==> src/rtl/core/wgm_pkg.sv <==
// Shared constants, types and helpers for the wildcard glob matcher.
`default_nettype none
package wgm_pkg;

  // Buffer geometry
  localparam int MAX_LEN = 256;
  localparam int IDX_W   = $clog2(MAX_LEN);
  localparam int LEN_W   = IDX_W + 1;

  // Request codes carried on in_tuser
  localparam logic [1:0] REQ_CLR_PAT  = 2'd0;
  localparam logic [1:0] REQ_APP_PAT  = 2'd1;
  localparam logic [1:0] REQ_APP_NAME = 2'd2;
  localparam logic [1:0] REQ_EVAL     = 2'd3;

  // Wildcard characters
  localparam logic [7:0] STAR_CHAR = 8'h2A;
  localparam logic [7:0] ANY_CHAR  = 8'h3F;

  // Controller to datapath commands
  typedef struct packed {
    logic load_pat;
    logic load_name;
    logic clr_pat;
    logic start;
    logic step;
    logic save;
    logic publish;
  } cmd_t;

  // Datapath to controller status
  typedef struct packed {
    logic ovf;
    logic done;
    logic hit;
  } stat_t;

  // Fold ASCII upper case to lower case
  function automatic logic [7:0] fold_letter(input logic [7:0] c);
    logic [7:0] r;
    r = c;
    if (c inside {[8'h41:8'h5A]}) r = c + 8'h20;
    return r;
  endfunction

endpackage
`default_nettype wire

==> src/rtl/core/wildcard_glob_match_core.sv <==
// Top level of the wildcard glob matcher: controller plus datapath.
//
// Usage: send requests on the in_ stream. in_tuser selects the request:
// clear pattern, append pattern character, append name character, evaluate.
// in_tdata carries the character for append requests. A clear or append
// produces no result. An evaluate produces one result on the out_ stream:
// bit 0 matched, bit 1 overflowed; the name buffer and the overflow flag
// are then cleared, the pattern is kept.
// Evaluation walks the greedy single-star backtrack step by step: a fetch
// state for registered reads of the pattern and name memories, then a
// compare state that makes the decision. An overflowed evaluate skips the
// walk and goes straight to the result.
// in_tready is low while an evaluate runs. A result waiting in the output
// register does not stop loads; a following evaluate holds its result
// until the receiver takes the earlier one.
// cfg_data bit sets case-insensitive compare, cfg_ready is always high.
// Synchronous reset empties both buffers, clears overflow, drops any pending
// result and sets case-insensitive mode.
`default_nettype none
module wildcard_glob_match_core (
  input  wire logic       clk,
  input  wire logic       rst_n,
  input  wire logic       in_tvalid,
  output logic            in_tready,
  input  wire logic [7:0] in_tdata,   // [7:0] char_value
  input  wire logic [1:0] in_tuser,   // [1:0] req_type
  output logic            out_tvalid,
  input  wire logic       out_tready,
  output logic [7:0]      out_tdata,  // [0] matched, [1] overflowed, [7:2] zero
  input  wire logic       cfg_valid,
  output logic            cfg_ready,
  input  wire logic       cfg_data    // case_insensitive
);

  wgm_pkg::cmd_t  cmd;
  wgm_pkg::stat_t stat;
  logic           matched, overflowed;

  assign cfg_ready = 1'b1;

  wgm_ctrl u_ctrl (
    .clk        (clk),
    .rst_n      (rst_n),
    .in_tvalid  (in_tvalid),
    .in_tready  (in_tready),
    .req_type   (in_tuser),
    .out_tvalid (out_tvalid),
    .out_tready (out_tready),
    .cmd        (cmd),
    .stat       (stat)
  );

  wgm_datapath u_dp (
    .clk        (clk),
    .rst_n      (rst_n),
    .cmd        (cmd),
    .stat       (stat),
    .char_value (in_tdata),
    .cfg_we     (cfg_valid && cfg_ready),
    .cfg_bit    (cfg_data),
    .matched    (matched),
    .overflowed (overflowed)
  );

  assign out_tdata = {6'b0, overflowed, matched};

endmodule
`default_nettype wire

==> src/rtl/core/wgm_datapath.sv <==
// Datapath: pattern and name stores, lengths, match indices and result registers.
`default_nettype none
module wgm_datapath (
  input  wire logic          clk,
  input  wire logic          rst_n,
  input  wire wgm_pkg::cmd_t cmd,
  output wgm_pkg::stat_t     stat,
  input  wire logic [7:0]    char_value,
  input  wire logic          cfg_we,
  input  wire logic          cfg_bit,
  output logic               matched,
  output logic               overflowed
);

  localparam int IW = wgm_pkg::IDX_W;
  localparam int LW = wgm_pkg::LEN_W;
  localparam logic [LW-1:0] MAXL = LW'(wgm_pkg::MAX_LEN);
  localparam logic [LW-1:0] ONE  = LW'(1);

  // Storage
  logic [7:0] pstore [wgm_pkg::MAX_LEN];
  logic [7:0] nstore [wgm_pkg::MAX_LEN];
  logic [7:0] p_rd_r, n_rd_r;

  logic [LW-1:0] plen_r, plen_nxt, nlen_r, nlen_nxt;
  logic          ovf_r, ovf_nxt;
  logic          ci_r;

  // Match state
  logic [LW-1:0] pi_r, pi_nxt, ni_r, ni_nxt;
  logic [LW-1:0] star_r, star_nxt, retry_r, retry_nxt;
  logic          have_star_r, have_star_nxt;
  logic          res_hit_r, res_ovf_r;
  logic          out_hit_r, out_ovf_r;

  logic done, hit;
  logic p_ok, n_end, is_star, is_any, eq;

  // Memory writes and registered reads
  always_ff @(posedge clk) begin
    if (cmd.load_pat && plen_r < MAXL) pstore[plen_r[IW-1:0]] <= char_value;
    if (cmd.load_name && nlen_r < MAXL) nstore[nlen_r[IW-1:0]] <= char_value;
    p_rd_r <= pstore[pi_r[IW-1:0]];
    n_rd_r <= nstore[ni_r[IW-1:0]];
  end

  // Length and overflow bookkeeping
  always_comb begin
    plen_nxt = plen_r;
    nlen_nxt = nlen_r;
    ovf_nxt  = ovf_r;
    if (cmd.clr_pat) begin
      plen_nxt = '0;
      ovf_nxt  = 1'b0;
    end
    if (cmd.load_pat) begin
      if (plen_r < MAXL) plen_nxt = plen_r + ONE;
      else ovf_nxt = 1'b1;
    end
    if (cmd.load_name) begin
      if (nlen_r < MAXL) nlen_nxt = nlen_r + ONE;
      else ovf_nxt = 1'b1;
    end
    if (cmd.publish) begin
      nlen_nxt = '0;
      ovf_nxt  = 1'b0;
    end
  end

  // One backtracking step, decided on the fetched characters
  always_comb begin
    p_ok    = pi_r < plen_r;
    n_end   = ni_r >= nlen_r;
    is_star = p_ok && (p_rd_r == wgm_pkg::STAR_CHAR);
    is_any  = p_ok && (p_rd_r == wgm_pkg::ANY_CHAR);
    eq      = ci_r ? (wgm_pkg::fold_letter(p_rd_r) == wgm_pkg::fold_letter(n_rd_r))
                   : (p_rd_r == n_rd_r);
    done          = 1'b0;
    hit           = 1'b0;
    pi_nxt        = pi_r;
    ni_nxt        = ni_r;
    star_nxt      = star_r;
    retry_nxt     = retry_r;
    have_star_nxt = have_star_r;
    if (!n_end) begin
      if (is_any) begin
        pi_nxt = pi_r + ONE;
        ni_nxt = ni_r + ONE;
      end else if (is_star) begin
        pi_nxt = pi_r + ONE;
        if (pi_r + ONE >= plen_r) begin
          done = 1'b1;
          hit  = 1'b1;
        end else begin
          have_star_nxt = 1'b1;
          star_nxt      = pi_r + ONE;
          retry_nxt     = ni_r + ONE;
        end
      end else if (p_ok && eq) begin
        pi_nxt = pi_r + ONE;
        ni_nxt = ni_r + ONE;
      end else if (!have_star_r) begin
        done = 1'b1;
      end else begin
        pi_nxt    = star_r;
        ni_nxt    = retry_r;
        retry_nxt = retry_r + ONE;
      end
    end else begin
      // name consumed: only trailing stars may remain
      if (!p_ok) begin
        done = 1'b1;
        hit  = 1'b1;
      end else if (is_star) begin
        pi_nxt = pi_r + ONE;
      end else begin
        done = 1'b1;
      end
    end
    if (cmd.start) begin
      pi_nxt        = '0;
      ni_nxt        = '0;
      star_nxt      = '0;
      retry_nxt     = '0;
      have_star_nxt = 1'b0;
    end
  end

  // Control registers
  always_ff @(posedge clk) begin
    if (!rst_n) begin
      plen_r      <= '0;
      nlen_r      <= '0;
      ovf_r       <= 1'b0;
      ci_r        <= 1'b1;
      have_star_r <= 1'b0;
    end else begin
      plen_r      <= plen_nxt;
      nlen_r      <= nlen_nxt;
      ovf_r       <= ovf_nxt;
      have_star_r <= (cmd.step || cmd.start) ? have_star_nxt : have_star_r;
      if (cfg_we) ci_r <= cfg_bit;
    end
  end

  // Index and result registers
  always_ff @(posedge clk) begin
    if (cmd.step || cmd.start) begin
      pi_r    <= pi_nxt;
      ni_r    <= ni_nxt;
      star_r  <= star_nxt;
      retry_r <= retry_nxt;
    end
    if (cmd.start) begin
      res_hit_r <= 1'b0;
      res_ovf_r <= ovf_r;
    end
    if (cmd.save) res_hit_r <= hit;
    if (cmd.publish) begin
      out_hit_r <= res_hit_r;
      out_ovf_r <= res_ovf_r;
    end
  end

  assign stat.ovf    = ovf_r;
  assign stat.done   = done;
  assign stat.hit    = hit;
  assign matched     = out_hit_r;
  assign overflowed  = out_ovf_r;

endmodule
`default_nettype wire

==> src/rtl/core/wgm_ctrl.sv <==
// Controller: request decode, match sequencing and output handshake.
`default_nettype none
module wgm_ctrl (
  input  wire logic           clk,
  input  wire logic           rst_n,
  input  wire logic           in_tvalid,
  output logic                in_tready,
  input  wire logic [1:0]     req_type,
  output logic                out_tvalid,
  input  wire logic           out_tready,
  output wgm_pkg::cmd_t       cmd,
  input  wire wgm_pkg::stat_t stat
);

  localparam logic [1:0] ST_IDLE  = 2'd0;
  localparam logic [1:0] ST_FETCH = 2'd1;
  localparam logic [1:0] ST_CMP   = 2'd2;
  localparam logic [1:0] ST_DONE  = 2'd3;

  logic [1:0] state_r, state_nxt;
  logic       out_valid_r, out_valid_nxt;
  logic       acc, slot_free;

  assign in_tready = (state_r == ST_IDLE);
  assign acc       = in_tvalid && in_tready;
  assign slot_free = !out_valid_r || out_tready;

  // Next state and command decode
  always_comb begin
    state_nxt     = state_r;
    out_valid_nxt = out_valid_r && !out_tready;
    cmd           = '0;
    case (state_r)
      ST_IDLE: begin
        if (acc) begin
          case (req_type)
            wgm_pkg::REQ_CLR_PAT:  cmd.clr_pat   = 1'b1;
            wgm_pkg::REQ_APP_PAT:  cmd.load_pat  = 1'b1;
            wgm_pkg::REQ_APP_NAME: cmd.load_name = 1'b1;
            wgm_pkg::REQ_EVAL: begin
              cmd.start = 1'b1;
              state_nxt = stat.ovf ? ST_DONE : ST_FETCH;
            end
            default: ;
          endcase
        end
      end
      ST_FETCH: state_nxt = ST_CMP;
      ST_CMP: begin
        if (stat.done) begin
          cmd.save  = 1'b1;
          state_nxt = ST_DONE;
        end else begin
          cmd.step  = 1'b1;
          state_nxt = ST_FETCH;
        end
      end
      ST_DONE: begin
        if (slot_free) begin
          cmd.publish   = 1'b1;
          out_valid_nxt = 1'b1;
          state_nxt     = ST_IDLE;
        end
      end
      default: state_nxt = ST_IDLE;
    endcase
  end

  always_ff @(posedge clk) begin
    if (!rst_n) begin
      state_r     <= ST_IDLE;
      out_valid_r <= 1'b0;
    end else begin
      state_r     <= state_nxt;
      out_valid_r <= out_valid_nxt;
    end
  end

  assign out_tvalid = out_valid_r;

endmodule
`default_nettype wire

==> config.mk <==
export PLATFORM = sky130hd
export DESIGN_NAME = wildcard_glob_match_core
export DESIGN_NICKNAME = d
export VERILOG_FILES = /design/src/rtl/core/wgm_pkg.sv /design/src/rtl/core/wildcard_glob_match_core.sv /design/src/rtl/core/wgm_datapath.sv /design/src/rtl/core/wgm_ctrl.sv
export SDC_FILE = /design/constraint.sdc
export NUM_CORES = 2
export LEC_CHECK = 0
export BUFFER_PORTS_ARGS = -buffer_cell sky130_fd_sc_hd__buf_4
export CAP_MARGIN = 5
export CORE_MARGIN = 2
export CORE_UTILIZATION = 60
export DETAILED_ROUTE_END_ITERATION = 8
export GPL_ROUTABILITY_DRIVEN = 0
export PLACE_DENSITY = 0.76
export SLEW_MARGIN = 30
export SYNTH_ARGS = -nofsm -noshare
export SYNTH_HDL_FRONTEND = slang
export SYNTH_SLANG_ARGS = --single-unit
export TNS_END_PERCENT = 100
==> constraint.sdc <==
create_clock -name clk -period 10.1 [get_ports clk]
set_input_delay 0.505 -clock clk [delete_from_list [all_inputs] [get_ports clk]]
set_output_delay 0.505 -clock clk [all_outputs]
set_load 0.02 [all_outputs]
==> run summary <==
The power per cell area came out at 197 nW/um^2. The worst slack on hold paths is -0.00615 ns. In the layout the commonest cells are 4136 x sky130_fd_sc_hd__edfxtp_1, 1112 x sky130_fd_sc_hd__mux4_2, 578 x sky130_fd_sc_hd__nor2_1, 411 x sky130_fd_sc_hd__clkbuf_16, 185 x sky130_fd_sc_hd__mux2i_1. The wire length on met2 is 192000 um. The startpoint-to-endpoint class of the critical path is reg2reg. After global routing the overflow that remains totals 0. The via count of the first global-routing pass is ~80000. The number of buffers on the longest clock path came out at 4. Clock-pin slew was measured on the worst setup and hold paths at 0.06 ns. The met1 wire length is 144000 um.

The synthesized area is 162000 sq um. The width of the die came out at 524 um. The number of placement rows came out at about 190.

The number of fill cells came out at 15900. The max-slew violation total from the final report came out at 0. The floorplan die height came out at 524 um.

The count of different cell masters after synthesis came out at 64. The number of placed I/O pins came out at 27. The number of enable-type register cells in the synthesized netlist came out at 4136. Leaving out fill and tap cells, the most frequent cell in the layout is sky130_fd_sc_hd__edfxtp_1. The worst-path maximum fanout came out at between 50 and 60.

The post-detailed-route count of antenna-violating nets came out at 0. The worst-case setup slack after placement came out at 4.79 ns. Clock skew on the completed layout was measured at 0.0660 ns. Dividing the detail-routed via count by the number of cells gives approximately 7.0. The per-instance average area after synthesis came out at ~22 sq um. The tree is rooted in a sky130_fd_sc_hd__clkbuf_16. In this run the top signal layer used is met5.

The element type at the critical path start is a flop. Walking the worst path, the cells encountered are buf_4 > buf_4 > inv_6 > nor2_2 > buf_4 > nand2_1 > nor2_1 > xor2_1 > ha_1 > o21a_1 > o21a_1 > o31a_1 > a311o_1 > and2_1 > nor2_1 > o22ai_1 > nor2_1. The total wire length is 401000 um. The capture point of the worst reg-to-reg path is u_dp.pi_r[7]. The detailed router's first-iteration violation count is 12600. The startpoint of the most critical hold path is in_tdata[6]. The highest clock rate came out at between 0.15 and 0.2 GHz. The final critical path time including I/O delays and setup is around 5.6 ns. The area inside the core boundary came out at 270000 sq um. The terminating pin of the worst hold path is u_dp.nstore[94][6]. In the final design database the tool counted 7649 nets. The count of mapped cells out of synthesis is between 7000 and 8000.

Setup violations remaining at the end of the flow were counted as 0. The worst hold path belongs to the class in2reg. For this run, the total global-route usage over all layers was measured as 29.2%. The Yosys step of the flow raised 0 warnings. The number of synthesized register bits came out at 4176. The worst setup slack after layout came out at 4.54 ns.

The total of max-cap violations is 0. In the final layout, the share of cells above drive strength 1 is 24.6%. The number of setup buffers added after CTS is 0. The fraction of the cycle the final worst path needs came out at 55.0%. Before antenna repair, the detailed router went through 6 iterations. The post-detailed-route DRC marker count came out at 0. The H-tree depth reported by CTS is 5.

The total met3 wirelength after detailed routing is roughly 49000 um. Summed over all nets, the half-perimeter wirelength after detailed placement is 222000 um. The worst path arrival time is 6.10 ns. The number of buffers added by the clock tree synthesis step came out at around 400. The count of vias placed by the detailed router is 80800.

The overall die area came out at 275000 sq um. The slowest stage of the critical path is the sky130_fd_sc_hd__nor2_1 cell. The worst slew slack as a fraction of its limit is approximately 22%. The register-to-register setup slack is between 4 and 5 ns.

The number of cells on the worst reg-to-reg path is 17. The worst setup path is captured at a flop. In this design, the largest share of critical-path delay is due to buffers and inverters.

The number of port buffers is 19. VDD sags by at most 0.000164 V. The cell count of the worst hold path is 1.

The number of antenna violations at the first check in global routing is 18. The flow ran to the end, but the final reports show violations. The reported leakage power is 55.5 nW. The critical path contains buffers and inverters numbering 4 combined. The required time of the critical path is around 11 ns. The clock latency of the later-clocked register in the worst-skew pair is 0.93 ns.

The pin count of the biggest net entering global routing is 207. The checks that failed: negative hold slack. The routed length per instance is between 30 and 40 um. The launch instance of the worst register-to-register path is u_dp.pi_r[2]. TritonCTS built the clock tree. The initial cell density of the core came out at 60.2%. From synthesis to final layout, the design area changed by 10.9%. The most used flip-flop cell after synthesis is sky130_fd_sc_hd__edfxtp_1.

The total negative setup slack is 0 ns. The clock drives 4176 sinks. The first-pass GRT wire length came out at 575000 um. The count of final hold-check violations was 4. The post-synthesis async set-or-reset flop share came out at 0%. Of the synthesized area, sequential elements account for 76.9%. The largest single stage delay on the critical path is 0.63 ns. Setup repair after global routing left no endpoint under its margin. The transition at the pin with the smallest max-transition slack is 1.17 ns.
==> area by class of cell <==
type                            count  area [sq um]  area share, %
Antenna cell                       10          25.0         0.0139
Clock buffer                      487         10700           5.92
Clock inverter                    241          2440           1.35
Inverter                           41           159         0.0882
Multi-Input combinational cell   2812         35700           19.8
Sequential cell                  4176        125000           69.4
Tap cell                         3570          4470           2.48
Timing Repair Buffer              160          1660          0.922
==> repair_timing <==
item,in CTS,in global routing
resized for setup,0,0
endpoints found under the hold margin,14,0
endpoints found under the setup margin,0,0
hold buffers,3,0
==> per-layer routing <==
| metal | vias to the layer above | GRT usage, % |
|---|---|---|
| li1 | 31600 | - |
| met1 | 42400 | 41.2 |
| met2 | 5904 | 45.0 |
| met3 | 887 | 7.36 |
| met4 | 8 | 10.5 |
| met5 | - | 0 |
==> worst max path at each step <==
stage / startpoint / depth (start not counted) / slack, ns / end
finish: u_dp.pi_r[2] / 17 / 4.54 / u_dp.pi_r[7]
global route: u_dp.pi_r[2] / 17 / 4.34 / u_dp.pi_r[7]
CTS: u_dp.pi_r[2] / 17 / 4.67 / u_dp.pi_r[7]
detailed placement: u_dp.ni_r[0] / 9 / 4.79 / u_dp.n_rd_r[3]
global placement: u_dp.pi_r[2] / 17 / 4.62 / u_dp.pi_r[3]
floorplan: u_dp.pi_r[1] / 18 / 5.87 / u_dp.pi_r[0]
==> synth_stat cells, types with 44 or more instances <==
cell | number | area share [%]
sky130_fd_sc_hd__clkbuf_1 | 250 | 0.58
sky130_fd_sc_hd__a21oi_1 | 84 | 0.26
sky130_fd_sc_hd__nor2_1 | 621 | 1.4
sky130_fd_sc_hd__o221ai_1 | 89 | 0.48
sky130_fd_sc_hd__mux4_2 | 1112 | 15
sky130_fd_sc_hd__mux2i_1 | 185 | 1.1
sky130_fd_sc_hd__edfxtp_1 | 4136 | 76
sky130_fd_sc_hd__buf_4 | 63 | 0.29
sky130_fd_sc_hd__buf_2 | 84 | 0.26
sky130_fd_sc_hd__a22oi_1 | 66 | 0.31
sky130_fd_sc_hd__buf_1 | 48 | 0.11
sky130_fd_sc_hd__nand2_1 | 122 | 0.28
sky130_fd_sc_hd__nand3_1 | 44 | 0.14
sky130_fd_sc_hd__o22ai_1 | 61 | 0.23
==> sequential cells by signal (all words and copies together), names as in the netlist, 2 cells and up <==
signal          flops
u_dp.p_rd_r         8
u_dp.ni_r           9
u_dp.retry_r        9
u_dp.pstore      2048
u_dp.n_rd_r         8
u_dp.star_r         9
u_dp.pi_r           9
u_dp.plen_r         9
u_dp.nstore      2048
u_ctrl.state_r      2
u_dp.nlen_r         9
==> cell families (layout without fill, tap and decap cells) <==
kind of cell / count (synthesis) / count (layout) / synth area share (%)
buf+inv: 487 / 929 / 1.34
compound gates: 493 / 493 / 2.18
other cells: 2 / 17 / 0.00462
simple gates: 924 / 924 / 2.37
mux: 1310 / 1310 / 16.6
xor+xnor: 38 / 38 / 0.213
flops: 4176 / 4176 / 76.9
fa+ha+maj: 40 / 40 / 0.308
==> power breakdown <==
group | switching (mW) | internal, mW | total, mW
Clock | 6.44 | 8.66 | 15.1
Sequential | 0.0410 | 19.1 | 19.1
Combinational | 0.841 | 0.445 | 1.29
==> per-stage QoR <==
stage / util [%] / total power, mW / cell area [sq um] / instances / hold WS (ns)
final: 66.7 / 35.5 / 180000 / 11500 / -0.00615
after global routing: 66.7 / 36.2 / 180000 / 11500 / 0.00130
after CTS: 66.6 / 35.5 / 180000 / 11500 / 0.0147
after detailed placement: 61.7 / 20.7 / 167000 / 10700 / 0.408
after global placement: 61.6 / 20.7 / 166000 / 10700 / 0.409
after floorplan: - / 20.1 / 162000 / 7475 / 0.400
Note: power is estimated with default switching activity, not from simulation.
